File: config.mk
export PLATFORM = sky130hd
export DESIGN_NAME = header_field_lookup
export DESIGN_NICKNAME = d
export VERILOG_FILES = /design/src/hfl_pkg.sv /design/src/hfl_ctrl.sv /design/src/hfl_datapath.sv /design/src/header_field_lookup.sv
export SDC_FILE = /design/constraint.sdc
export NUM_CORES = 1
export LEC_CHECK = 0
export BUFFER_PORTS_ARGS = -buffer_cell sky130_fd_sc_hd__buf_2
export CAP_MARGIN = 20
export CORE_UTILIZATION = 45
export CTS_CLUSTER_DIAMETER = 100
export DETAILED_ROUTE_END_ITERATION = 7
export HOLD_SLACK_MARGIN = 0.12
export MAX_ROUTING_LAYER = met4
export SYNTH_ARGS = -nofsm -noshare
export SYNTH_HDL_FRONTEND = slang
export SYNTH_SLANG_ARGS = --single-unit
File: constraint.sdc
create_clock -name aclk -period 6.2 [get_ports aclk]
set_input_delay 1.55 -clock aclk [delete_from_list [all_inputs] [get_ports aclk]]
set_output_delay 1.55 -clock aclk [all_outputs]
set_load 0.05 [all_outputs]
File: src/hfl_pkg.sv
package hfl_pkg;

    // parse phases
    localparam logic [2:0] PH_NAME  = 3'd0;
    localparam logic [2:0] PH_SKIP  = 3'd1;
    localparam logic [2:0] PH_VALUE = 3'd2;
    localparam logic [2:0] PH_REST  = 3'd3;
    localparam logic [2:0] PH_DONE  = 3'd4;

    // result kinds
    localparam logic [1:0] K_VALUE    = 2'd0;
    localparam logic [1:0] K_FOUND    = 2'd1;
    localparam logic [1:0] K_NOTFOUND = 2'd2;
    localparam logic [1:0] K_ERROR    = 2'd3;

    // configuration register indexes
    localparam int unsigned CFG_IDX_W = 2;
    localparam logic [CFG_IDX_W-1:0] REG_NAME_LOW  = 2'd0;
    localparam logic [CFG_IDX_W-1:0] REG_NAME_HIGH = 2'd1;
    localparam logic [CFG_IDX_W-1:0] REG_NAME_LEN  = 2'd2;
    localparam logic [CFG_IDX_W-1:0] REG_VAL_LIMIT = 2'd3;

    localparam logic [6:0] VAL_LIMIT_RST = 7'd64;

    // characters
    localparam logic [7:0] CH_COLON = 8'h3A;
    localparam logic [7:0] CH_SPACE = 8'h20;
    localparam logic [7:0] CH_TAB   = 8'h09;
    localparam logic [7:0] CH_CR    = 8'h0D;
    localparam logic [7:0] CH_LF    = 8'h0A;

    // datapath operations
    localparam logic [3:0] OP_NONE      = 4'd0;
    localparam logic [3:0] OP_END       = 4'd1;
    localparam logic [3:0] OP_LINE_END  = 4'd2;
    localparam logic [3:0] OP_ORD_CR    = 4'd3;
    localparam logic [3:0] OP_ORD_BYTE  = 4'd4;
    localparam logic [3:0] OP_SET_CR    = 4'd5;
    localparam logic [3:0] OP_RD        = 4'd6;
    localparam logic [3:0] OP_EMIT_BYTE = 4'd7;
    localparam logic [3:0] OP_FOUND     = 4'd8;

    typedef struct packed {
        logic       load;
        logic [3:0] op;
    } hfl_cmd_t;

    typedef struct packed {
        logic act;
        logic done;
        logic pend;
        logic is_lf;
        logic is_cr;
        logic in_value;
        logic over;
        logic count_zero;
        logic rd_last;
        logic out_free;
    } hfl_status_t;

    function automatic logic [7:0] to_lower(input logic [7:0] c);
        logic [7:0] r;
        r = c;
        if (c >= 8'h41 && c <= 8'h5A) begin
            r = c + 8'd32;
        end
        return r;
    endfunction

endpackage

File: src/hfl_ctrl.sv
module hfl_ctrl (
    input  logic                 aclk,
    input  logic                 aresetn,
    input  logic                 s_valid,
    output logic                 s_ready,
    input  hfl_pkg::hfl_status_t status,
    output hfl_pkg::hfl_cmd_t    cmd
);
    import hfl_pkg::*;

    localparam logic [2:0] S_IDLE    = 3'd0;
    localparam logic [2:0] S_CHECK   = 3'd1;
    localparam logic [2:0] S_RD_REQ  = 3'd2;
    localparam logic [2:0] S_RD_EMIT = 3'd3;
    localparam logic [2:0] S_FOUND   = 3'd4;

    logic [2:0] state_reg;
    logic [2:0] state_next;

    assign s_ready = (state_reg == S_IDLE);

    always_comb begin
        state_next = state_reg;
        cmd.load   = 1'b0;
        cmd.op     = OP_NONE;
        case (state_reg)
            S_IDLE: begin
                if (s_valid) begin
                    cmd.load   = 1'b1;
                    state_next = S_CHECK;
                end
            end
            S_CHECK: begin
                // every step may produce a word, so wait for a free output slot
                if (status.out_free) begin
                    if (status.act) begin
                        cmd.op     = OP_END;
                        state_next = S_IDLE;
                    end else if (status.done) begin
                        state_next = S_IDLE;
                    end else if (status.pend && status.is_lf) begin
                        cmd.op = OP_LINE_END;
                        if (status.in_value && !status.over) begin
                            state_next = status.count_zero ? S_FOUND : S_RD_REQ;
                        end else begin
                            state_next = S_IDLE;
                        end
                    end else if (status.pend) begin
                        // stale cr is an ordinary byte, then revisit this byte
                        cmd.op     = OP_ORD_CR;
                        state_next = S_CHECK;
                    end else if (status.is_cr) begin
                        cmd.op     = OP_SET_CR;
                        state_next = S_IDLE;
                    end else begin
                        cmd.op     = OP_ORD_BYTE;
                        state_next = S_IDLE;
                    end
                end
            end
            S_RD_REQ: begin
                cmd.op     = OP_RD;
                state_next = S_RD_EMIT;
            end
            S_RD_EMIT: begin
                if (status.out_free) begin
                    cmd.op     = OP_EMIT_BYTE;
                    state_next = status.rd_last ? S_FOUND : S_RD_REQ;
                end
            end
            S_FOUND: begin
                if (status.out_free) begin
                    cmd.op     = OP_FOUND;
                    state_next = S_IDLE;
                end
            end
            default: begin
                state_next = S_IDLE;
            end
        endcase
    end

    always_ff @(posedge aclk) begin
        if (!aresetn) begin
            state_reg <= S_IDLE;
        end else begin
            state_reg <= state_next;
        end
    end

endmodule

File: src/hfl_datapath.sv
module hfl_datapath #(
    parameter int NAME_MAX  = 16,
    parameter int VALUE_MAX = 64
) (
    input  logic                           aclk,
    input  logic                           aresetn,
    input  logic                           cfg_valid,
    input  logic [hfl_pkg::CFG_IDX_W-1:0]  cfg_index,
    input  logic [63:0]                    cfg_data,
    input  logic                           s_action,
    input  logic [7:0]                     s_text_byte,
    input  hfl_pkg::hfl_cmd_t              cmd,
    output hfl_pkg::hfl_status_t           status,
    output logic                           m_valid,
    input  logic                           m_ready,
    output logic [1:0]                     m_kind,
    output logic [7:0]                     m_value_byte,
    output logic                           m_last
);
    import hfl_pkg::*;

    localparam int         IDX_W    = $clog2(VALUE_MAX);
    localparam logic [4:0] NAME_MAX_W  = 5'(NAME_MAX);
    localparam logic [6:0] VALUE_MAX_W = 7'(VALUE_MAX);

    // configuration
    logic [63:0] name_low_reg;
    logic [63:0] name_high_reg;
    logic [4:0]  name_len_reg;
    logic [6:0]  val_limit_reg;

    // latched input word
    logic       act_reg;
    logic [7:0] byte_reg;

    // parse state
    logic [2:0] phase_reg,    phase_next;
    logic [4:0] pos_reg,      pos_next;
    logic       mism_reg,     mism_next;
    logic       pend_reg,     pend_next;
    logic       prev_emp_reg, prev_emp_next;
    logic [6:0] count_reg,    count_next;
    logic [IDX_W-1:0] rd_idx_reg, rd_idx_next;

    // value store
    logic [7:0] mem [VALUE_MAX];
    logic [7:0] rd_data_reg;
    logic       wr_en;
    logic [7:0] wr_data;

    // output register
    logic       out_valid_reg;
    logic [1:0] out_kind_reg;
    logic [7:0] out_byte_reg;
    logic       out_last_reg;

    logic         emit;
    logic [1:0]   emit_kind;
    logic [7:0]   emit_byte;
    logic [6:0]   eff_limit;
    logic [6:0]   count_inc;
    logic [4:0]   pos_inc;
    logic [7:0]   c;
    logic [127:0] name_vec;
    logic [7:0]   name_char;
    logic         name_hit;
    logic         out_free;

    assign eff_limit = (val_limit_reg > VALUE_MAX_W) ? VALUE_MAX_W : val_limit_reg;
    assign count_inc = count_reg + 7'd1;
    assign pos_inc   = (pos_reg == 5'd31) ? pos_reg : pos_reg + 5'd1;
    assign c         = (cmd.op == OP_ORD_CR) ? CH_CR : byte_reg;
    assign name_vec  = {name_high_reg, name_low_reg};
    assign name_char = name_vec[{pos_reg[3:0], 3'b000} +: 8];
    assign name_hit  = !mism_reg && (name_len_reg <= NAME_MAX_W) && (pos_reg == name_len_reg);
    assign out_free  = !out_valid_reg || m_ready;

    assign status.act        = act_reg;
    assign status.done       = (phase_reg == PH_DONE);
    assign status.pend       = pend_reg;
    assign status.is_lf      = (byte_reg == CH_LF);
    assign status.is_cr      = (byte_reg == CH_CR);
    assign status.in_value   = (phase_reg == PH_SKIP) || (phase_reg == PH_VALUE);
    assign status.over       = (count_reg >= eff_limit);
    assign status.count_zero = (count_reg == 7'd0);
    assign status.rd_last    = ((7'(rd_idx_reg) + 7'd1) == count_reg);
    assign status.out_free   = out_free;

    always_comb begin
        phase_next    = phase_reg;
        pos_next      = pos_reg;
        mism_next     = mism_reg;
        pend_next     = pend_reg;
        prev_emp_next = prev_emp_reg;
        count_next    = count_reg;
        rd_idx_next   = rd_idx_reg;
        emit          = 1'b0;
        emit_kind     = K_ERROR;
        emit_byte     = 8'd0;
        wr_en         = 1'b0;
        wr_data       = c;
        case (cmd.op)
            OP_END: begin
                if (phase_reg != PH_DONE) begin
                    emit      = 1'b1;
                    emit_kind = (phase_reg == PH_NAME && pos_reg == 5'd0 && !pend_reg)
                                ? K_NOTFOUND : K_ERROR;
                end
                phase_next    = PH_NAME;
                pos_next      = 5'd0;
                mism_next     = 1'b0;
                pend_next     = 1'b0;
                prev_emp_next = 1'b0;
                count_next    = 7'd0;
            end
            OP_SET_CR: begin
                pend_next = 1'b1;
            end
            OP_ORD_CR, OP_ORD_BYTE: begin
                pend_next = 1'b0;
                case (phase_reg)
                    PH_NAME: begin
                        pos_next = pos_inc;
                        if (c == CH_COLON) begin
                            if (name_hit) begin
                                phase_next = PH_SKIP;
                                count_next = 7'd0;
                            end else begin
                                phase_next = PH_REST;
                            end
                        end else if (pos_reg >= name_len_reg || pos_reg >= NAME_MAX_W ||
                                     to_lower(c) != to_lower(name_char)) begin
                            mism_next = 1'b1;
                        end
                    end
                    PH_SKIP, PH_VALUE: begin
                        if (!(phase_reg == PH_SKIP && (c == CH_SPACE || c == CH_TAB))) begin
                            phase_next = PH_VALUE;
                            wr_en      = 1'b1;
                            count_next = count_inc;
                            if (count_inc >= eff_limit) begin
                                emit       = 1'b1;
                                emit_kind  = K_ERROR;
                                phase_next = PH_DONE;
                            end
                        end
                    end
                    default: begin
                    end
                endcase
            end
            OP_LINE_END: begin
                pend_next   = 1'b0;
                rd_idx_next = '0;
                if (phase_reg == PH_SKIP || phase_reg == PH_VALUE) begin
                    if (count_reg >= eff_limit) begin
                        emit      = 1'b1;
                        emit_kind = K_ERROR;
                    end
                    phase_next = PH_DONE;
                end else if (phase_reg == PH_NAME && pos_reg == 5'd0 && prev_emp_reg) begin
                    emit       = 1'b1;
                    emit_kind  = K_NOTFOUND;
                    phase_next = PH_DONE;
                end else begin
                    prev_emp_next = (phase_reg == PH_NAME && pos_reg == 5'd0);
                    phase_next    = PH_NAME;
                    pos_next      = 5'd0;
                    mism_next     = 1'b0;
                end
            end
            OP_EMIT_BYTE: begin
                emit        = 1'b1;
                emit_kind   = K_VALUE;
                emit_byte   = rd_data_reg;
                rd_idx_next = rd_idx_reg + 1'b1;
            end
            OP_FOUND: begin
                emit      = 1'b1;
                emit_kind = K_FOUND;
            end
            default: begin
            end
        endcase
    end

    always_ff @(posedge aclk) begin
        if (!aresetn) begin
            name_low_reg  <= '0;
            name_high_reg <= '0;
            name_len_reg  <= '0;
            val_limit_reg <= VAL_LIMIT_RST;
        end else if (cfg_valid) begin
            case (cfg_index)
                REG_NAME_LOW:  name_low_reg  <= cfg_data;
                REG_NAME_HIGH: name_high_reg <= cfg_data;
                REG_NAME_LEN:  name_len_reg  <= cfg_data[4:0];
                REG_VAL_LIMIT: val_limit_reg <= cfg_data[6:0];
                default: begin
                end
            endcase
        end
    end

    always_ff @(posedge aclk) begin
        if (cmd.load) begin
            act_reg  <= s_action;
            byte_reg <= s_text_byte;
        end
    end

    always_ff @(posedge aclk) begin
        if (!aresetn) begin
            phase_reg     <= PH_NAME;
            pos_reg       <= '0;
            mism_reg      <= 1'b0;
            pend_reg      <= 1'b0;
            prev_emp_reg  <= 1'b0;
            count_reg     <= '0;
            rd_idx_reg    <= '0;
            out_valid_reg <= 1'b0;
        end else begin
            phase_reg     <= phase_next;
            pos_reg       <= pos_next;
            mism_reg      <= mism_next;
            pend_reg      <= pend_next;
            prev_emp_reg  <= prev_emp_next;
            count_reg     <= count_next;
            rd_idx_reg    <= rd_idx_next;
            out_valid_reg <= emit ? 1'b1 : (out_valid_reg && !m_ready);
        end
    end

    always_ff @(posedge aclk) begin
        if (emit) begin
            out_kind_reg <= emit_kind;
            out_byte_reg <= emit_byte;
            out_last_reg <= (emit_kind != K_VALUE);
        end
    end

    // value store, one write and one registered read port
    always_ff @(posedge aclk) begin
        if (wr_en) begin
            mem[count_reg[IDX_W-1:0]] <= wr_data;
        end
    end

    always_ff @(posedge aclk) begin
        if (cmd.op == OP_RD) begin
            rd_data_reg <= mem[rd_idx_reg];
        end
    end

    assign m_valid      = out_valid_reg;
    assign m_kind       = out_kind_reg;
    assign m_value_byte = out_byte_reg;
    assign m_last       = out_last_reg;

endmodule

File: src/header_field_lookup.sv
// header field lookup: takes header text one word per accepted input, an
// action of 1 meaning end of string, and reports the value of the first line
// whose name (text before its first colon) matches the configured name,
// ignoring ascii letter case. results are a burst of value bytes closed by a
// found word, or a single not found or error word; the closing word carries
// m_last. the block takes one word at a time: a text byte is accepted and
// then takes one evaluation step, with an extra step when a held cr turns
// out to be an ordinary byte; an end of string word likewise. a cr lf ending
// a matched line starts a read-out of the value store, a read request and an
// emit step per byte, then the found word, paced by the registered read port.
// a result waits in the output register, and every evaluation step and every
// read-out word stalls while a result is still held there unaccepted, even
// when the step itself produces no result. the store needs no clearing pass
// after reset.
// configuration writes are taken on every cycle (cfg_ready is tied high) and
// are only meant to happen while the block is idle.
module header_field_lookup #(
    parameter int NAME_MAX  = 16,
    parameter int VALUE_MAX = 64
) (
    input  logic                          aclk,
    input  logic                          aresetn,
    // configuration write channel
    input  logic                          cfg_valid,
    output logic                          cfg_ready,
    input  logic [hfl_pkg::CFG_IDX_W-1:0] cfg_index,
    input  logic [63:0]                   cfg_data,
    // input words
    input  logic                          s_valid,
    output logic                          s_ready,
    input  logic                          s_action,
    input  logic [7:0]                    s_text_byte,
    // result words
    output logic                          m_valid,
    input  logic                          m_ready,
    output logic [1:0]                    m_kind,
    output logic [7:0]                    m_value_byte,
    output logic                          m_last
);
    import hfl_pkg::*;

    hfl_cmd_t    cmd;
    hfl_status_t status;

    // registers take every write
    assign cfg_ready = 1'b1;

    // sequencer: handshake, per word step order, value read-out
    hfl_ctrl u_ctrl (
        .aclk    (aclk),
        .aresetn (aresetn),
        .s_valid (s_valid),
        .s_ready (s_ready),
        .status  (status),
        .cmd     (cmd)
    );

    // parse state, name compare, value store, output register
    hfl_datapath #(
        .NAME_MAX  (NAME_MAX),
        .VALUE_MAX (VALUE_MAX)
    ) u_datapath (
        .aclk         (aclk),
        .aresetn      (aresetn),
        .cfg_valid    (cfg_valid),
        .cfg_index    (cfg_index),
        .cfg_data     (cfg_data),
        .s_action     (s_action),
        .s_text_byte  (s_text_byte),
        .cmd          (cmd),
        .status       (status),
        .m_valid      (m_valid),
        .m_ready      (m_ready),
        .m_kind       (m_kind),
        .m_value_byte (m_value_byte),
        .m_last       (m_last)
    );

endmodule

==> metrics.md <==
| Metric | Value |
|---|---|
| Worst setup EP type | register |
| Starting Density | 45.9% |
| Yosys reg bits | 708 |
| Rows | 92 |
| Placed Cells | 2752 |
| Status | finished clean |
| Post-DP HPWL | 45.7 mm |
| Slowest CP cell | nor2_1 |
| Pre-antenna DRT Iters | 8 |
| H-tree depth | 3 |
| Synth-to-layout area growth | 12.7% |
| Hold WC Path Type | reg -> reg |
| Routability cong. | 0.880 |
| RSZ-0062 raised after global routing | no |
| IO buf count | 92 |
| Non-Filler Instances | 2886 |
| Largest net degree at the start of global routing | 102 |
| Crit Path Class | in -> reg |
| Antenna violations before repair | 1 |
| First-pass GRT wire length | 108 mm |
| Slew Limit Fails | 0 |
| Max FFs per register | 512 |
| Max clock buf depth | 3 |
| Post-Syn Instances | 1907 |
| Yosys top cell by area | edfxtp_1 |
| Syn_nets | 2014 |
| Clock transition at the registers of the reported paths | 60 ps |
| Post-CTS Setup Bufs | 0 |
| Min Tclk post-route | 4710 ps |
| Final hold violations | 0 |
| Fin Setup TNS | 0 ps |
| Die X | 257 µm |
| Clock sinks | 708 |
| CORE AREA | 63500 µm² |
| Routed WL | 72.4 mm |
| TritonCTS clock tree | done |
| Synth Area per Inst | 15.3 µm² |
| Max VDD drop | 0.217 mV |
| Final Setup Violations | 0 |
| Worst Path Arrival | 4920 ps |
| CTS buffer count | 74 |
| Slew margin rel. | 31.0% |
| Slew @ Worst Pin | 1030 ps |
| Crit path top cell by count | nor2_1 |
| Max_cap viols | 0 |
| DRC violations left | 0 |
| Cell Area, Synth | 29200 µm² |
| Final #Nets | 2089 |
| Drt initial violations | 2015 |
| Hold Slack | 451 ps |
| Synth warn | 0 |
| IO Pins | 94 |
| Top FF cell, synth | edfxtp_1 |
| # resized after CTS | 0 |
| Drt wl/cell | 25.1 µm |
| Power per Cell Area | 302 nW/µm² |
| Final WS setup | 1490 ps |
| Skew final | 29.6 ps |
| Critical Path Max Stage Delay | 830 ps |
| EDFF count, synth | 540 |
| Vias in the first global route | 16412 |
| Vias per inst | 5.86 |
| Clock Latency Late Sink | 610 ps |
| Die Height | 257 µm |
| Crit share post-route | 75.9% |
| Synth top area share | 55.6% |
| Total Routing Usage GR | 22.7% |
| Layout cell share with drive strength beyond 1 | 22.9% |
| Synth area leaders | edfxtp_1, mux4_2, dfxtp_1, nand2_1, a21oi_1 |
| Synth cell count leaders | edfxtp_1, nand2_1, mux4_2 |
| Die area | 65800 µm² |
| Register area share after synthesis | 67.1% |
| P_leak | 10.4 nW |
| Number of distinct library cells after synthesis | 69 |
| Clk root buf | clkbuf_16 |
| Detail Route Antenna Nets | 0 |
| Count leader, synth | edfxtp_1 |
| Critical path required time | 6420 ps |
| Crit start category | input pin |
| Async S/R FF share, synth | 0% |
| Gr ovfl total | 0 |
| Post-cts hold buffer count | 0 |
| Crit-path max FO | 15 |
| CP cell instances | buf_2 -> nand2b_1 -> and2_1 -> a31o_2 -> nand2b_2 -> a211oi_4 -> inv_2 -> nor2_1 -> nand3_1 -> nor2_1 |
| DP Worst Slack | 890 ps |
| Vias | 16907 |
| Max Freq | 212 MHz |
==> cell type report <==
type | instances | area, µm²
Antenna cell | 1 | 2.50
Clock buffer | 98 | 2040
Clock inverter | 35 | 393
Fill cell | 5151 | 30700
Inverter | 24 | 92.6
Multi-Input combinational cell | 1053 | 9020
Sequential cell | 708 | 19600
Tap cell | 846 | 1060
Timing Repair Buffer | 121 | 691
==> metal layers <==
layer / vias up / track usage, % / part of all wire (%)
li1: 7430 / - / -
met1: 8739 / 32.3 / 44
met2: 653 / 33.6 / 47
met3: 85 / 4.54 / 7.6
met4: 0 / 5.94 / 1.8
met5: - / - / 0
==> stage by stage <==
stage	instance area, µm²	power (mW)	util [%]
after floorplan	29200	5.47	-
after global placement	30400	5.61	47.9
after detailed placement	30400	5.62	47.9
after CTS	32900	10.0	51.8
after global routing	32900	10.2	51.8
final	32900	9.92	51.8
==> power by group <==
part           switching [mW]  internal, mW  total (mW)
logic                   0.238        0.0969       0.335
registers              0.0352          5.14        5.18
clock network            1.85          2.55        4.40
==> cell usage in the layout (no fill, tap or decap), drive strengths merged, types with 15 or more instances in the layout <==
cell and count:
clkinv 26, clkbuf 98, nor2 125, inv 25, nor3 19, mux2i 15, ha 27, and3 15
buf 121, nand3 20, a22oi 18, a21oi 159, o21ai 24, edfxtp 540, dfxtp 168, nand2 294
mux4 200
==> final timing paths <==
kind,start,endpoint,slack (ps),cells after the start
max,m_ready,u_datapath.mem[60][6]$_DFFE_PP_,1490,10
min,u_datapath.name_low_reg[52]$_SDFFE_PN0P_,u_datapath.name_low_reg[52]$_SDFFE_PN0P_,450,2
max reg2reg,u_ctrl.state_reg[0]$_SDFFE_PN0P_,u_datapath.mem[60][6]$_DFFE_PP_,2130,8
min reg2reg,u_datapath.name_low_reg[52]$_SDFFE_PN0P_,u_datapath.name_low_reg[52]$_SDFFE_PN0P_,450,2
==> logic make-up after synthesis <==
group,Yosys count,synth area share (%)
DFF,708,67.1
and+or+nand+nor,549,8.31
AOI/OAI and AO/OA,242,4.80
xor gates and xnor gates,17,0.510
other,1,0.0129
muxes,217,16.0
buffers and inverters,146,2.05
adders and majority gates,27,1.16
==> critical path: cells and delay by family <==
family                 cells  cell delay, ps
AND/OR/NAND/NOR            6            2430
buffers and inverters      2             170
AO/OA/AOI/OAI              2             760
(Power assumes the default switching activity.)
